`config.mk`:
```
export PLATFORM = sky130hd
export DESIGN_NAME = stc_cordic_cell
export DESIGN_NICKNAME = d
export VERILOG_FILES = /design/src/hw/rtl/stc_pkg.sv /design/src/hw/rtl/stc_cordic_cell.sv
export SDC_FILE = /design/constraint.sdc
export NUM_CORES = 1
export LEC_CHECK = 0
export ABC_AREA = 1
export BUFFER_PORTS_ARGS = -buffer_cell sky130_fd_sc_hd__buf_4
export CAP_MARGIN = 5
export CELL_PAD_IN_SITES_DETAIL_PLACEMENT = 0
export CELL_PAD_IN_SITES_GLOBAL_PLACEMENT = 1
export CORE_AREA = 5 5 257 259
export CTS_BUF_LIST = sky130_fd_sc_hd__clkbuf_16
export CTS_CLUSTER_DIAMETER = 100
export DETAILED_ROUTE_END_ITERATION = 8
export DIE_AREA = 0 0 262 264
export GPL_ROUTABILITY_DRIVEN = 0
export GPL_TIMING_DRIVEN = 1
export PLACE_DENSITY = 0.92
export SKIP_CTS_REPAIR_TIMING = 1
export SKIP_LAST_GASP = 1
export SYNTH_ARGS = -nofsm -noshare
export SYNTH_HDL_FRONTEND = slang
export SYNTH_SLANG_ARGS = --single-unit
```
`constraint.sdc`:
```
create_clock -name clk -period 4.3 [get_ports clk]
set_input_delay 0.215 -clock clk [delete_from_list [all_inputs] [get_ports clk]]
set_output_delay 0.215 -clock clk [all_outputs]
set_load 0.02 [all_outputs]
```
`src/hw/rtl/stc_pkg.sv`:
```
// ----------------------------------------------------------------------------
// stc_pkg
// Types, constants and the arctangent table of the spherical converter.
// ----------------------------------------------------------------------------
`timescale 1ns / 1ps
`default_nettype none

package stc_pkg;

  localparam int STC_ANGLE_BITS = 16;
  localparam int STC_WORD_BITS  = 32;
  localparam int STC_STEPS      = 30;
  localparam int STC_CW         = 34;  // cordic datapath width

  localparam logic signed [STC_CW-1:0] STC_GAIN = 34'sd652032874;
  localparam logic signed [STC_CW-1:0] STC_ONE  = 34'sd1073741824;

  typedef struct packed {
    logic [30:0]        radius;
    logic [15:0]        azimuth;
    logic [15:0]        polar_angle;
    logic signed [31:0] vel_radial;
    logic signed [31:0] vel_azimuthal;
    logic signed [31:0] vel_polar;
  } stc_in_t;

  typedef struct packed {
    logic signed [31:0] pos_x;
    logic signed [31:0] pos_y;
    logic signed [31:0] pos_z;
    logic signed [31:0] vel_x;
    logic signed [31:0] vel_y;
    logic signed [31:0] vel_z;
    logic               saturated;
  } stc_out_t;

  // One rotator's working set.
  typedef struct packed {
    logic signed [STC_CW-1:0] x;
    logic signed [STC_CW-1:0] y;
    logic signed [STC_CW-1:0] z;
    logic                     flip;
  } stc_rot_t;

  // Everything that rides down the cell chain.
  typedef struct packed {
    stc_rot_t           phi;
    stc_rot_t           theta;
    logic [30:0]        radius;
    logic signed [31:0] vr;
    logic signed [31:0] vp;
    logic signed [31:0] vt;
  } stc_lane_t;

  function automatic logic signed [STC_CW-1:0] stc_atan(input int step);
    logic [31:0] v;
    case (step)
      0:  v = 32'h20000000;  1:  v = 32'h12E4051E;  2:  v = 32'h09FB385B;
      3:  v = 32'h051111D4;  4:  v = 32'h028B0D43;  5:  v = 32'h0145D7E1;
      6:  v = 32'h00A2F61E;  7:  v = 32'h00517C55;  8:  v = 32'h0028BE53;
      9:  v = 32'h00145F2F;  10: v = 32'h000A2F98;  11: v = 32'h000517CC;
      12: v = 32'h00028BE6;  13: v = 32'h000145F3;  14: v = 32'h0000A2FA;
      15: v = 32'h0000517D;  16: v = 32'h000028BE;  17: v = 32'h0000145F;
      18: v = 32'h00000A30;  19: v = 32'h00000518;  20: v = 32'h0000028C;
      21: v = 32'h00000146;  22: v = 32'h000000A3;  23: v = 32'h00000051;
      24: v = 32'h00000029;  25: v = 32'h00000014;  26: v = 32'h0000000A;
      27: v = 32'h00000005;  28: v = 32'h00000003;  29: v = 32'h00000001;
      default: v = 32'h0;
    endcase
    return $signed({2'b00, v});
  endfunction

endpackage

`default_nettype wire

```
`src/hw/rtl/stc_cordic_cell.sv`:
```
// ----------------------------------------------------------------------------
// stc_cordic_cell
// One CORDIC micro-rotation for both angles; passes the payload along.
// ----------------------------------------------------------------------------
`timescale 1ns / 1ps
`default_nettype none

module stc_cordic_cell #(
  parameter int STEP = 0
) (
  input  wire                clk,
  input  wire                rst_n,
  input  wire                adv,
  input  wire                in_valid,
  input  stc_pkg::stc_lane_t in_lane,
  output logic               out_valid_r,
  output stc_pkg::stc_lane_t out_lane_r
);
  import stc_pkg::*;

  localparam logic signed [STC_CW-1:0] ATAN = stc_atan(STEP);

  function automatic stc_rot_t rotate(input stc_rot_t a);
    stc_rot_t o;
    o.flip = a.flip;
    if (a.z >= 0) begin
      o.x = a.x - (a.y >>> STEP);
      o.y = a.y + (a.x >>> STEP);
      o.z = a.z - ATAN;
    end else begin
      o.x = a.x + (a.y >>> STEP);
      o.y = a.y - (a.x >>> STEP);
      o.z = a.z + ATAN;
    end
    return o;
  endfunction

  stc_lane_t lane_nxt;

  always_comb begin
    lane_nxt       = in_lane;
    lane_nxt.phi   = rotate(in_lane.phi);
    lane_nxt.theta = rotate(in_lane.theta);
  end

  always_ff @(posedge clk) begin
    if (!rst_n) begin
      out_valid_r <= 1'b0;
    end else if (adv) begin
      out_valid_r <= in_valid;
    end
    if (adv) begin
      out_lane_r <= lane_nxt;
    end
  end

endmodule

`default_nettype wire

```
==> results.txt, run 1 <==
synthesized flop and latch total - 332
EDFF count, synth - 331
critical path class - input port to flip-flop
TNS Setup - 0 ns
clock buffer depth - 3
clock skew - 0 ns
crit path time final - 2.975 ns
largest net degree at the start of global routing - 124
Register Area - 9960 µm²
via/cell ratio - 5.327
most instantiated cells after synthesis - nand2_1, inv_1, edfxtp_1
status - completed
initial core utilization - 0.3912
Fmax - 0.3361 GHz
Critical Path RT - 4.63 ns
initial drt markers - 2975
FF-to-FF path depth - 3
IO buf count - 670
Multi-input gate area - 12810 µm²
syn_nets - 3757
LEAKAGE - 16.18 nW
xor/xnor share of the synthesized area - 0.02673
reg-to-reg startpoint - out_valid_r$_SDFFE_PN0P_
Synth Area in Compound Gates - 0.1150
synth top area cells - edfxtp_1, nand2_1, ha_1
num rows - 93
WP buf/inv - 3
GR Util met1 - 0.3738
die height - 264 µm
H-tree depth - 2
Slew HR - 0.3968
RSZ-0062 raised after global routing - no
Synth Area in Simple Gates - 0.2611
critical path endpoint - out_lane_r[161]$_DFFE_PP_
critical path, cell by cell - dlygate4sd3_1 > buf_4 > nor4_1 > nand4_1 > nor2_1 > nor2_4 > inv_2 > ha_1 > nand2_1 > nand2_1 > a21oi_1 > xnor2_1
cell area after synthesis - 24900 µm²
CP max stage cell - dlygate4sd3_1
antenna violations before repair - 6
Slew Viols, Final - 0
clock buffer count from CTS - 40
Hold Vio Cnt, Final - 0
PwrDens - 337.0 nW/µm²
die area - 69170 µm²
area grow syn2layout - 35.54%
most used cell, CP - nand2_1
mux share of post-synthesis cell area - 0
Netlist cell types - 46
grt ovf - 0
class of the tightest hold or removal check - input port to flip-flop
drt drc - 0
# placed instances - 4650
Synth top area share - 0.3992
layout filler cell count - 5897
clock sinks - 332
TritonCTS clock tree - yes
M2 GR Usage - 0.4592
Root Driver - clkbuf_16
Die X - 262 µm
RR Endpoint - out_valid_r$_SDFFE_PN0P_
Worst Tran Pin Value - 0.8966 ns
Max Cap Violations - 0
most common cell in the netlist - nand2_1
sequential area share after synthesis - 0.4000
grt met3 use - 0.09529
arrival time at the worst endpoint - 3.30 ns
share of cells above drive strength 1 - 0.2008
Yosys top cell by area - edfxtp_1
VDD IR max - 0.2349 mV
drt first pass iters - 7
Crit Path Max Fanout - 40
WP depth - 12
GRT Max-Usage Layer - met2
Reg clk slew, reported paths - 0.06 ns
r2r setup slk - 3.08 ns
largest family of logic cells by synthesized area - simple AND/OR/NAND/NOR gates
Critical Path Start - in_lane[151]
Post-Route WL - 113.6 mm
Tcrit/Tclk final - 0.6919
Largest delay share family, worst path - buffers and inverters
placed cell area - 30560 µm²
Synth Flop Type - edfxtp_1
ys async rst share - 0
Routed Antenna Nets - 0
Final Cell Area - 33750 µm²
DPL Wire Length - 90.08 mm
CP endpoint kind - flip-flop
# setup viols final - 0
adder-cell share of the synthesized area - 0.1110
routed via count - 26.22k
drt wl/cell - 23.09 µm
YS warnings - 0
crit start category - input port
vias in the first global route - 23.44k
core area - 63650 µm²
Total Routing Usage GR - 0.2963
fin cells - 4922
Skew-Pair Late Insertion Delay - 0.55 ns
CP max stage delay - 0.58 ns
WHS - 0.02630 ns
Nets - 4581
first-pass GRT wire length - 152.7 mm
Post-Syn Area per Cell - 7.771 µm²
num ports - 671
Gate Count Post-Synth - 3204
through the flow:
stage	util	power (mW)	setup WS (ns)
after floorplan	-	6.199	2.168
after global placement	0.4801	7.800	1.370
after detailed placement	0.4801	7.831	1.315
after CTS	0.4999	11.17	1.934
after global routing	0.5301	11.85	1.250
final	0.5302	11.37	1.325
worst min-delay path by stage:
stage,from,endpoint,slack [ns],depth (start not counted)
detailed placement,in_lane[52],out_lane_r[52]$_DFFE_PP_,0.39,1
CTS,in_lane[127],out_lane_r[127]$_DFFE_PP_,-0.23,1
floorplan,adv,out_valid_r$_SDFFE_PN0P_,0.31,1
finish,in_lane[196],out_lane_r[196]$_DFFE_PP_,0.03,3
global route,in_lane[158],out_lane_r[158]$_DFFE_PP_,0.01,2
global placement,in_lane[50],out_lane_r[50]$_DFFE_PP_,0.39,1
worst register-to-register path: cells and delay by family, from the launching register on:
family	cells	cell delay [ns]
buffers and inverters	1	0.58
AOI/OAI and AO/OA	2	0.22
DFF	1	0.31
metal layers:
metal | part of all wire | wire length (µm)
met2 | 0.44 | 50310
met1 | 0.38 | 43740
met3 | 0.11 | 12710
met5 | 0 | 0
met4 | 0.060 | 6868
power breakdown:
group	internal [mW]	total (mW)	leakage, nW	switching [mW]
logic	1.38	3.84	12.3	2.46
clock network	1.79	3.33	0.632	1.54
registers	4.00	4.20	3.24	0.201
cells by family (layout without fill, tap and decap cells):
| family | after synthesis | in the layout |
|---|---|---|
| xor+xnor | 76 | 76 |
| other cells | 0 | 8 |
| simple gates | 1540 | 1540 |
| buf+inv | 513 | 1368 |
| flops | 332 | 332 |
| compound gates | 527 | 527 |
| fa+ha+maj | 216 | 216 |
state kept, by name, indices dropped and copies added (netlist names):
signal and flops:
out_lane_r 331, out_valid_r 1
area by class of cell:
class,instances,area share
clock inverter,33,0.007526
tap,855,0.03170
clock buffer,40,0.02966
inverter,427,0.04757
timing repair buffer,868,0.2082
multi-input combinational,2359,0.3796
antenna,8,0.0005932
sequential,332,0.2951
layout by cell type (no fill, tap or decap), types with 5 or more instances in the layout:
cell / count
a31oi_1: 8
clkbuf_16: 40
a21o_1: 24
nand2_1: 836
o21ai_0: 181
o211ai_1: 8
diode_2: 8
clkinv_2: 7
fa_1: 8
nor3_1: 26
a21oi_1: 240
nor2_2: 12
o21bai_1: 22
nand3_1: 287
edfxtp_1: 331
o21a_1: 5
nor4_2: 5
ha_1: 208
nor2_1: 295
or2_0: 5
nand2_2: 15
inv_2: 13
o21ai_1: 19
and2_1: 5
clkinv_1: 7
inv_1: 419
dlygate4sd3_1: 191
nor4_1: 11
a21oi_2: 9
xor2_1: 74
buf_4: 674
nand3_2: 7
nand4_1: 20
(Power assumes the default switching activity.)
==> run 2, diff against run 1 <==
- ABC_AREA: 1 -> 0
- CORE_AREA: 5 5 257 259 -> 5 5 261 263
- DIE_AREA: 0 0 262 264 -> 0 0 266 268
- PLACE_DENSITY: 0.92 -> 0.82
- clock period: 4.3 -> 2.65 ns (I/O delays scaled with it)
==> results.txt, run 2 <==
area grow syn2layout - 58.33%
crit start category - input port
H-tree depth - 2 (unchanged)
drt first pass iters - 6 (-1)
fin cells - 4353 (-12%)
Hold Vio Cnt, Final - 0 (unchanged)
ys async rst share - 0 (unchanged)
Comb pwr share - 0.359 (+0.021)
reg-to-reg startpoint - out_valid_r$_SDFFE_PN0P_
Die X - 266 µm (+1.5%)
TritonCTS clock tree - yes
Hold Path Cell Cnt - 3 (unchanged)
clock buffer depth - 3 (unchanged)
VDD IR max - 0.4734 mV (+100%)
Top Registers - out_lane_r (331), out_valid_r (1)
die area - 71290 µm² (+3.1%)
Worst Tran Pin Value - 0.7289 ns (-0.1676 ns)
Post-Route WL - 100.4 mm (-12%)
Slew Viols, Final - 0 (unchanged)
hold_sp - in_lane[195]
synth top area cells - edfxtp_1, ha_1, a21oi_1
drt drc - 0 (unchanged)
initial drt markers - 2546 (-14%)
grt ovf - 0 (unchanged)
FF-to-FF path depth - 3 (unchanged)
# setup viols final - 0 (unchanged)
Netlist cell types - 79 (+72%)
Synth top area share - 0.4537 (+0.05446)
Slew HR - 0.5140 (+0.1173)
commonest non-fill, non-tap cell in the layout - buf_4
largest net degree at the start of global routing - 67 (-46%)
clock network fraction of design power - 0.281 (-0.012)
Skew-Pair Late Insertion Delay - 0.57 ns (+0.02 ns)
PwrDens - 549.5 nW/µm² (+63%)
Total Routing Usage GR - 0.2543 (-0.04201)
YS warnings - 0 (unchanged)
final core utilization - 0.5305 (about the same)
Reg clk slew, reported paths - 0.05 ns (about the same)
num rows - 94 (+1.1%)
core area - 65390 µm² (+2.7%)
Yosys top cell by area - edfxtp_1
Psw - 6.423 mW (+53%)
status - completed
vias in the first global route - 21.71k (-7.4%)
# placed instances - 4070 (-12%)
Fmax - 0.3795 GHz
Seq pwr share - 0.360 (-0.009)
Gate Count Post-Synth - 2159 (-33%)
routed via count - 23.13k (-12%)
Post-Syn Area per Cell - 10.15 µm² (+31%)
Critical Path RT - 2.97 ns (-1.66 ns)
switching share of total power - 0.3370 (-0.03268)
Crit Path Max Fanout - 3 (-93%)
num ports - 671 (unchanged)
antenna violations before repair - 14 (+8)
Largest Register - out_lane_r
Routed Antenna Nets - 0 (unchanged)
clock sinks - 332 (unchanged)
class of the tightest hold or removal check - input port to flip-flop
first-pass GRT wire length - 138.7 mm (-9.2%)
RSZ-0062 raised after global routing - yes
most common cell in the netlist - edfxtp_1
Max Cap Violations - 0 (unchanged)
arrival time at the worst endpoint - 2.96 ns (-0.34 ns)
crit path time final - 2.635 ns
Nets - 4002 (-13%)
share of cells above drive strength 1 - 0.3577 (+0.1569)
die height - 268 µm (+1.5%)
DPL Wire Length - 80.22 mm (-11%)
syn_nets - 2712 (-28%)
drt wl/cell - 23.08 µm (about the same)
Tcrit/Tclk final - 0.9943
critical path class - input port to flip-flop
most frequent cells in the layout - buf_4, edfxtp_1, a21oi_1
CP endpoint kind - flip-flop
max reg flops - 331 (unchanged)
LEAKAGE - 15.74 nW (-2.7%)
synthesized flop and latch total - 332 (unchanged)
WHS - 0.03293 ns (+0.006633 ns)
cell area after synthesis - 21910 µm² (-12%)
IO buf count - 670 (unchanged)
clock skew - 0 ns (unchanged)
Critical Path Start - in_lane[299]
initial core utilization - 0.3350 (-0.05614)
clock buffer count from CTS - 40 (unchanged)
Synth Flop Type - edfxtp_1
sequential area share after synthesis - 0.4546 (+0.05457)
via/cell ratio - 5.314 (-0.24%)
Root Driver - clkbuf_16
most instantiated cells after synthesis - edfxtp_1, a21oi_1, inv_1
EDFF count, synth - 331 (unchanged)
Int Pwr - 12.64 mW (+76%)
run 2: cell count changes in the layout (fill, tap and decap cells not counted), sizes merged, moves of 24 or more:
cell,before,now
xnor2,2,118
xor2,74,17
inv,437,226
buf,677,1134
nand3,294,31
nor2,311,164
nand2,851,95
o21ai,205,136
o211ai,8,32
nand2b,0,24
mux2i,0,32
run 2: worst paths after layout:
kind	end	slack, ns
worst max register to register	out_valid_r$_SDFFE_PN0P_	1.38
worst min register to register	out_valid_r$_SDFFE_PN0P_	1.21
worst max-delay path	out_lane_r[329]$_DFFE_PP_	0.02
worst min-delay path	out_lane_r[229]$_DFFE_PP_	0.03
run 2: kinds of logic after synthesis:
kind of cell               count (synthesis)  synth area share
AOI/OAI and AO/OA                        661            0.1923
xor gates and xnor gates                 135           0.05397
adders and majority gates                216            0.1261
buffers and inverters                    306           0.05368
DFF                                      332            0.4546
muxes                                     32           0.01462
and+or+nand+nor                          477            0.1048
run 2: layout make-up:
cell class | instances | area, µm²
Antenna cell | 11 | 27.53
Clock buffer | 40 | 1001
Tap cell | 864 | 1081
Inverter | 223 | 837.1
Timing Repair Buffer | 1331 | 10610
Fill cell | 5691 | 30700
Sequential cell | 332 | 9960
Multi-Input combinational cell | 1521 | 10910
Clock inverter | 31 | 267.8
run 2: power by group through the flow:
stage	Combinational, mW	Clock [mW]	Sequential, mW
finish	6.84	5.36	6.86
global route	7.20	5.68	6.90
CTS	6.45	5.47	6.85
detailed placement	6.41	0	6.95
global placement	6.36	0	6.94
floorplan	2.21	0	7.65
run 2: through the flow:
stage	instance area [µm²]	TNS [ns]	setup slack [ns]	power (mW)
after floorplan	21920	0	0.007818	9.860
after CTS	32550	-0.04467	-0.02285	18.77
after global placement	31280	-24.64	-0.5901	13.30
final	34690	0	0.01522	19.06
after detailed placement	31280	-27.59	-0.6094	13.35
after global routing	34680	-0.2381	-0.08113	19.78
run 2: layer usage:
metal | up-vias | global-route usage | wire, µm
met4 | 6 | 0.1084 | 5285
met5 | - | 0 | 34
met3 | 250 | 0.05191 | 8952
met2 | 1366 | 0.4226 | 47000
met1 | 11070 | 0.3245 | 39180
li1 | 10440 | - | -
run 2: worst max-delay path, cell delays in order:
cell and delay, ns:
buf_4 0.11, inv_1 0.04, ha_1 0.21, fa_1 0.41, nand2b_1 0.18, a21oi_1 0.24, a2bb2oi_1 0.22, buf_4 0.15
a211o_1 0.15, o2bb2ai_1 0.17, o21ai_1 0.22, o2111a_1 0.30, a311oi_1 0.21, buf_4 0.16, xnor2_1 0.06
